--- src/sv/mrt_pkg.sv ---
`timescale 1ns / 1ps
// Shared types and constants for the MAC rule table.
// No dependencies; every other file of the block imports this package.
package mrt_pkg;

  // Default sizing for the top level.
  localparam int unsigned EntriesDef   = 64;
  localparam int unsigned MinHeaderDef = 14;

  // Field widths.
  localparam int unsigned MacW   = 48;
  localparam int unsigned ModeW  = 2;
  localparam int unsigned KindW  = 2;
  localparam int unsigned RoomW  = 8;
  localparam int unsigned BytesW = 16;
  localparam int unsigned VerdW  = 2;
  localparam int unsigned StatW  = 2;
  localparam int unsigned HeldW  = 7;
  localparam int unsigned ErrPktW = 32;
  localparam int unsigned ErrByteW = 48;

  // Request modes.
  localparam logic [ModeW-1:0] MODE_LOOKUP = 2'd0;
  localparam logic [ModeW-1:0] MODE_ADD    = 2'd1;
  localparam logic [ModeW-1:0] MODE_DEL    = 2'd2;

  // Rule kinds.
  localparam logic [KindW-1:0] KIND_FILTER  = 2'd0;
  localparam logic [KindW-1:0] KIND_NOPROC  = 2'd1;
  localparam logic [KindW-1:0] KIND_MACPROC = 2'd2;
  localparam logic [KindW-1:0] KIND_BAD     = 2'd3;

  // Lookup verdicts.
  localparam logic [VerdW-1:0] VERD_DROP    = 2'd0;
  localparam logic [VerdW-1:0] VERD_NOPATH  = 2'd1;
  localparam logic [VerdW-1:0] VERD_CONT    = 2'd2;
  localparam logic [VerdW-1:0] VERD_MACPROC = 2'd3;

  // Command status codes.
  localparam logic [StatW-1:0] STAT_OK      = 2'd0;
  localparam logic [StatW-1:0] STAT_NORULE  = 2'd1;
  localparam logic [StatW-1:0] STAT_FULL    = 2'd2;
  localparam logic [StatW-1:0] STAT_BADKIND = 2'd3;

  // Operation carried by a token through the cell chain.
  typedef enum logic [1:0] {
    OP_LOOKUP,
    OP_ADD,
    OP_DEL
  } op_e;

  // Token that walks the chain, one cell per cycle, gathering scan results.
  typedef struct packed {
    logic             valid;
    op_e              op;
    logic [MacW-1:0]  mac;
    logic [KindW-1:0] kind;
    logic             hit;
    logic [KindW-1:0] hit_kind;
    logic             free_found;
  } token_t;

  // Write of a new entry into the slot chosen by the scan.
  typedef struct packed {
    logic             en;
    logic [MacW-1:0]  mac;
    logic [KindW-1:0] kind;
  } commit_t;

endpackage

--- src/sv/mrt_cell.sv ---
`timescale 1ns / 1ps
// One table slot of the MAC rule table, a link of the scan chain.
// Depends on mrt_pkg for the token and commit types.
module mrt_cell import mrt_pkg::*; #(
  parameter int unsigned ENTRIES = EntriesDef,
  parameter int unsigned INDEX   = 0
) (
  input  logic                         clk_i,
  input  logic                         rst_ni,
  input  token_t                       tok_i,
  input  logic [$clog2(ENTRIES)-1:0]   free_idx_i,
  input  commit_t                      commit_i,
  input  logic [$clog2(ENTRIES)-1:0]   commit_idx_i,
  output token_t                       tok_o,
  output logic [$clog2(ENTRIES)-1:0]   free_idx_o
);

  localparam int unsigned IdxW = $clog2(ENTRIES);

  logic             valid_q;
  logic [MacW-1:0]  mac_q;
  logic [KindW-1:0] kind_q;
  token_t           tok_d, tok_q;
  logic [IdxW-1:0]  free_d, free_q;
  logic             match;
  logic             commit_me;

  assign match     = tok_i.valid && valid_q && (mac_q == tok_i.mac);
  assign commit_me = commit_i.en && (commit_idx_i == IdxW'(INDEX));

  always_comb begin
    tok_d  = tok_i;
    free_d = free_idx_i;
    if (match) begin
      tok_d.hit      = 1'b1;
      tok_d.hit_kind = kind_q;
    end
    // The first empty slot the token passes is the lowest free one.
    if (tok_i.valid && !valid_q && !tok_i.free_found) begin
      tok_d.free_found = 1'b1;
      free_d           = IdxW'(INDEX);
    end
  end

  always_ff @(posedge clk_i or negedge rst_ni) begin
    if (!rst_ni) begin
      valid_q <= 1'b0;
      tok_q   <= '0;
    end else begin
      tok_q <= tok_d;
      if (commit_me) begin
        valid_q <= 1'b1;
      end else if (match && tok_i.op == OP_DEL) begin
        valid_q <= 1'b0;
      end
    end
  end

  always_ff @(posedge clk_i) begin
    free_q <= free_d;
    if (commit_me) begin
      mac_q  <= commit_i.mac;
      kind_q <= commit_i.kind;
    end else if (match && tok_i.op == OP_ADD) begin
      kind_q <= tok_i.kind;
    end
  end

  assign tok_o      = tok_q;
  assign free_idx_o = free_q;

endmodule

--- config.mk ---
export PLATFORM = sky130hd
export DESIGN_NAME = mrt_cell
export DESIGN_NICKNAME = d
export VERILOG_FILES = /design/src/sv/mrt_pkg.sv /design/src/sv/mrt_cell.sv
export SDC_FILE = /design/constraint.sdc
export NUM_CORES = 1
export LEC_CHECK = 0
export ABC_AREA = 1
export BUFFER_PORTS_ARGS = -buffer_cell sky130_fd_sc_hd__buf_4
export CAP_MARGIN = 20
export CORE_MARGIN = 2
export CORE_UTILIZATION = 40
export DETAILED_ROUTE_END_ITERATION = 10
export PLACE_DENSITY_LB_ADDON = 0.3
export SLEW_MARGIN = 20
export SYNTH_ARGS = -nofsm -noshare
export SYNTH_HDL_FRONTEND = slang
export SYNTH_SLANG_ARGS = --single-unit
--- constraint.sdc ---
create_clock -name clk_i -period 1.4 [get_ports clk_i]
set_input_delay 0.28 -clock clk_i [delete_from_list [all_inputs] [get_ports clk_i]]
set_output_delay 0.28 -clock clk_i [all_outputs]
set_load 0.01 [all_outputs]
; Word-level counts from Yosys, hierarchy flattened
; Index checks and enable logic that the tools add are counted.
[totals]
out_inout_bits = 63
mem_count = 0
elab_cells = 32
mem_bits_rw = 0
latch_bits = 0
mem_bits_ro = 0
regBits = 114
in_bits = 122
[op_classes]
reduce_logical = 12
shifts = 0
n_mux = 6
eq_ne = 3
n_bitwise = 0
n_addsub = 0
multipliers = 0
n_div = 0
order_cmp = 0
[op_table]
columns = op, n
row1 = 48-bit equality test, 1
row2 = 1-bit logical AND, 7
row3 = 6-bit logical NOT, 1
row4 = 2-bit 2-to-1 mux, 2
row5 = 2-bit nonzero test, 2
row6 = 1-bit 2-to-1 mux, 3
row7 = 3-bit 2-to-1 mux, 1
row8 = "2-bit by 1-bit equality test with 1-bit output, second input constant", 1
row9 = "2-bit equality test, second input constant", 1
row10 = 1-bit logical NOT, 2

; Logic depth before layout (Yosys ltp)
[depth]
depth_word = 5
depth_mapped = 12
mapped_depth_nobuf = 12

; Least setup slack after synthesis
; No wires, ideal clock.
[synth_timing]
path_kind = in2reg
from = input commit_idx_i[5]
to = register kind_q[0], enable pin
required_ns = 1.097
path_slack_ns = -1.049
arrival_time_ns = 2.147
stages = 4
cell_sequence = nor4_1 > and2_1 > inv_1 > nand2_1
[synth_between]
elab_chain_cells = 3
[synth_rtl]
columns = item, line_no
row1 = start: declaration, mrt_cell.sv:13  ; input logic [$clog2(ENTRIES)-1:0] commit_idx_i,
row2 = 6-bit logical NOT, mrt_cell.sv:29  ; assign commit_me = commit_i.en && (commit_idx_i == IdxW'(INDEX));
row3 = 1-bit logical AND, mrt_cell.sv:29
row4 = named net commit_me, mrt_cell.sv:26  ; logic commit_me;
row5 = 2-bit nonzero test (no line), --
row6 = end signal: assignment, mrt_cell.sv:63  ; kind_q <= commit_i.kind;
row7 = end signal: assignment, mrt_cell.sv:65  ; kind_q <= tok_i.kind;
row8 = end: declaration, mrt_cell.sv:22  ; logic [KindW-1:0] kind_q;
; The timed path passes the listed nets, and every way through them passes these cells.
; A chain may end at the register's enable or synchronous reset.

; Final worst setup path
[layout_timing]
from = register mac_q[32]
to = register kind_q[1], enable pin
[layout_between]
elab_chain_cells = 4
[layout_rtl]
columns = item, line_no
row1 = start: declaration, mrt_cell.sv:21  ; logic [MacW-1:0] mac_q;
row2 = start signal: assignment, mrt_cell.sv:62  ; mac_q <= commit_i.mac;
row3 = 48-bit equality test, mrt_cell.sv:28  ; assign match = tok_i.valid && valid_q && (mac_q == tok_i.mac);
row4 = 1-bit logical AND, mrt_cell.sv:28
row5 = 1-bit logical AND, mrt_cell.sv:64  ; end else if (match && tok_i.op == OP_ADD) begin
row6 = 2-bit nonzero test (no line), --
; No other way between the ends.

==> summary.txt <==
Status
  – Status: finished, violations left
  – Failing checks: setup timing

Timing
  – Slew HR: 0.7850
  – Final setup vio count: 5
  – Endpoints failing hold: 0
  – Worst Skew: 9.268 ps
  – Final worst-path cycle share: 1.135
  – Slew Viols, Final: 0
  – Fin crit period: 1589 ps
  – F_max: 0.6295 GHz
  – Least-Margin Pin Slew: 322.5 ps
  – Final WS setup: -188.6 ps
  – RSZ-0062 raised after global routing: yes

Finish
  – # diodes: 0
  – Final nets: 913
  – Share of layout cells above drive strength 1: 0.4167
  – Finished Cell Area: 7861 sq um
  – P&R area growth vs syn: 71.53%
  – Final Instance Count excl. Fillers: 947

Floorplan
  – CORE AREA: 11320 sq um
  – Die Height: 111.0 microns
  – Initial Util: 0.4048
  – Row cnt: 39
  – I/O pin total: 185
  – Total Die Area: 12330 sq um
  – Die Wd: 111.0 microns

Place
  – Dpl cells: 869
  – Post-DP HPWL: 9.586 mm
  – Port bufs: 184
  – Dpl cell area: 6691 sq um
  – Placer Congestion: 0.8820

Synthesis
  – Number of enable flip-flop cells after synthesis: 50
  – Number of synthesized register bits: 114
  – Mapped Cells: 477
  – Register area share after synthesis: 0.6705
  – Post-synth ARST share: 0.5088
  – Synthesis Warnings: 0
  – Syn Area/Cell: 9.608 sq um
  – Yosys cell types: 23
  – Syn Nets: 599
  – Ys flop type: dfrtp_1
  – Post-Syn Area: 4583 sq um

Detailed routing
  – Via-per-instance ratio: 4.400
  – DR pass1 iterations: 4
  – Residual DRC: 0
  – DR vias: 4167
  – WL/cell: 13.91 microns
  – Antenna Violating Nets Remaining: 0
  – DRT iter0 DRCs: 190
  – Detailed Route WL: 13.17 mm

CTS
  – H-tree depth: 4
  – Worst-path clk slew: 50 ps
  – CTS Root Cell: clkbuf_16
  – Clock Latency Late Sink: 410 ps
  – CTS sink cnt: 114
  – CTS buffer count: 17
  – Clock buffer depth: 2
  – CTS tree: yes

Global route
  – Largest net degree at the start of global routing: 59
  – Vias in the first global route: 4475
  – Congestion Overflow GR: 0
  – Initial antenna violation count: 0
  – Tot GR Track Use: 0.2228
  – First-pass GRT wire length: 21.13 mm

Job
  – MaxCap Viol Count: 0

Power and ir drop
  – Power density over cell area: 1106 nW/um^2
  – Pwr Total: 8.694 mW
  – Worst-case vdd ir drop: 807.0 uV
  – Leak: 4.049 nW

Critical path
  – CP max-delay cell: edfxtp_1
  – Worst Path Required: 1520 ps
  – CP peak stage delay: 360 ps
  – CP Data Arrival Time: 1710 ps
  – CP top delay family: simple AND/OR/NAND/NOR gates
  – Crit path kind: register to register
  – Cell mode on critical path: nand2_2
  – Critical Path Source Type: register
  – CP endpoint kind: register
  – Cell Chain, Critical Path: inv_1 > nand2_1 > nand2_2 > nor2_4 > nand2_1 > nor2_2 > nand2_2 > nor2_4 > nand4_1 > nand2_2
  – Buf/Inv on CP: 1
  – Crit Path Max Fanout: 2

Min path
  – Min-Delay Path Class: input pin to register
## flip-flops by register name, indices dropped and copies added (netlist names)
name	flops
valid_q	1
free_idx_o	6
mac_q	48
kind_q	2
tok_o	57
## logic make-up after synthesis
group | share of synthesized area
flops | 0.6705
xor+xnor | 0.01720
simple gates | 0.2266
buf+inv | 0.07698
compound gates | 0.008736
## power breakdown
part           internal [mW]  switching [mW]  leakage [nW]
Clock                   2.54            1.49         0.286
Combinational          0.588           0.422          2.59
Sequential              3.61          0.0371          1.18
Total                   6.74            1.95          4.05
## cell usage in the layout (no fill, tap or decap), types with 2 or more instances in the layout
master	netlist	final
nor2_2	2	9
buf_4	0	245
dlygate4sd3_1	0	46
o21ai_1	4	4
dfrtp_1	58	58
nor2_4	2	4
edfxtp_1	50	50
clkinv_2	0	4
inv_4	0	4
a21oi_1	2	2
nand2_1	171	143
inv_1	93	92
nand3b_1	2	2
dfxtp_1	6	6
clkbuf_8	0	4
nand3_1	13	13
buf_12	0	3
xnor2_1	9	3
clkbuf_16	0	18
nand2_2	3	31
clkbuf_1	0	2
nand4_1	6	6
o21ai_0	2	2
xnor2_2	0	6
nor2_1	46	37
## metrics by stage
step / setup slack (ps) / hold WS, ps / utilization / TNS, ps
finish: -188.6 / 15.01 / 0.6944 / -703.2
global route: -283.4 / 3.404 / 0.6944 / -1350
CTS: -196.9 / 3.021 / 0.6848 / -649.8
detailed placement: -290.4 / 296.7 / 0.5911 / -1918
global placement: -285.9 / 288.8 / 0.5911 / -1720
floorplan: -55.96 / -15.59 / - / -213.8
## synthesized netlist by cell type (all sizes together) (2+ instances only)
| cell | number | share of area |
|---|---|---|
| and2 | 2 | 0.0027 |
| nand3b | 2 | 0.0033 |
| o21ai | 6 | 0.0066 |
| dfrtp | 58 | 0.32 |
| nand4 | 6 | 0.0082 |
| inv | 94 | 0.077 |
| nand2 | 174 | 0.14 |
| nand3 | 14 | 0.016 |
| dfxtp | 6 | 0.026 |
| nor2 | 50 | 0.045 |
| edfxtp | 50 | 0.33 |
| a21oi | 2 | 0.0022 |
| xnor2 | 9 | 0.017 |
## area by class of cell
type	instances	area [sq um]
Sequential cell	114	3073
Clock inverter	8	47.55
Fill cell	846	3460
Tap cell	143	178.9
Timing Repair Buffer	295	2371
Clock buffer	24	513.0
Multi-Input combinational cell	269	1323
Inverter	94	355.3
## metal layers
layer / GRT usage / wire (microns) / vias to the layer above
met5: 0 / 0 / -
met4: 0.08066 / 254 / 0
met3: 0.06452 / 925 / 21
met2: 0.3922 / 6811 / 138
met1: 0.2598 / 5178 / 1928
li1: - / - / 2080
## timing repair
item                                    4_1_cts  5_1_grt
cloned                                        0        0
pin swaps                                     6       33
gates resized for setup                      12       33
hold endpoints to repair                    102        1
hold buffers                                 45        1
endpoints found under the setup margin        6        6
buffers inserted                              0        1
## final timing paths
| kind | start | endpoint | slack (ps) | cells after the start |
|---|---|---|---|---|
| min in group asynchronous | rst_ni | tok_o[53]$_DFF_PN0_ | 400 | 3 |
| max in group asynchronous | rst_ni | tok_o[21]$_DFF_PN0_ | 730 | 3 |
| hold reg to reg | kind_q[1]$_DFFE_PP_ | tok_o[2]$_DFF_PN0_ | 530 | 2 |
| setup / recovery | mac_q[32]$_DFFE_PP_ | kind_q[1]$_DFFE_PP_ | -190 | 10 |
| hold / removal | tok_i[51] | tok_o[51]$_DFF_PN0_ | 20 | 1 |
| setup reg to reg | mac_q[32]$_DFFE_PP_ | kind_q[1]$_DFFE_PP_ | -190 | 10 |
(Power assumes the default switching activity.)
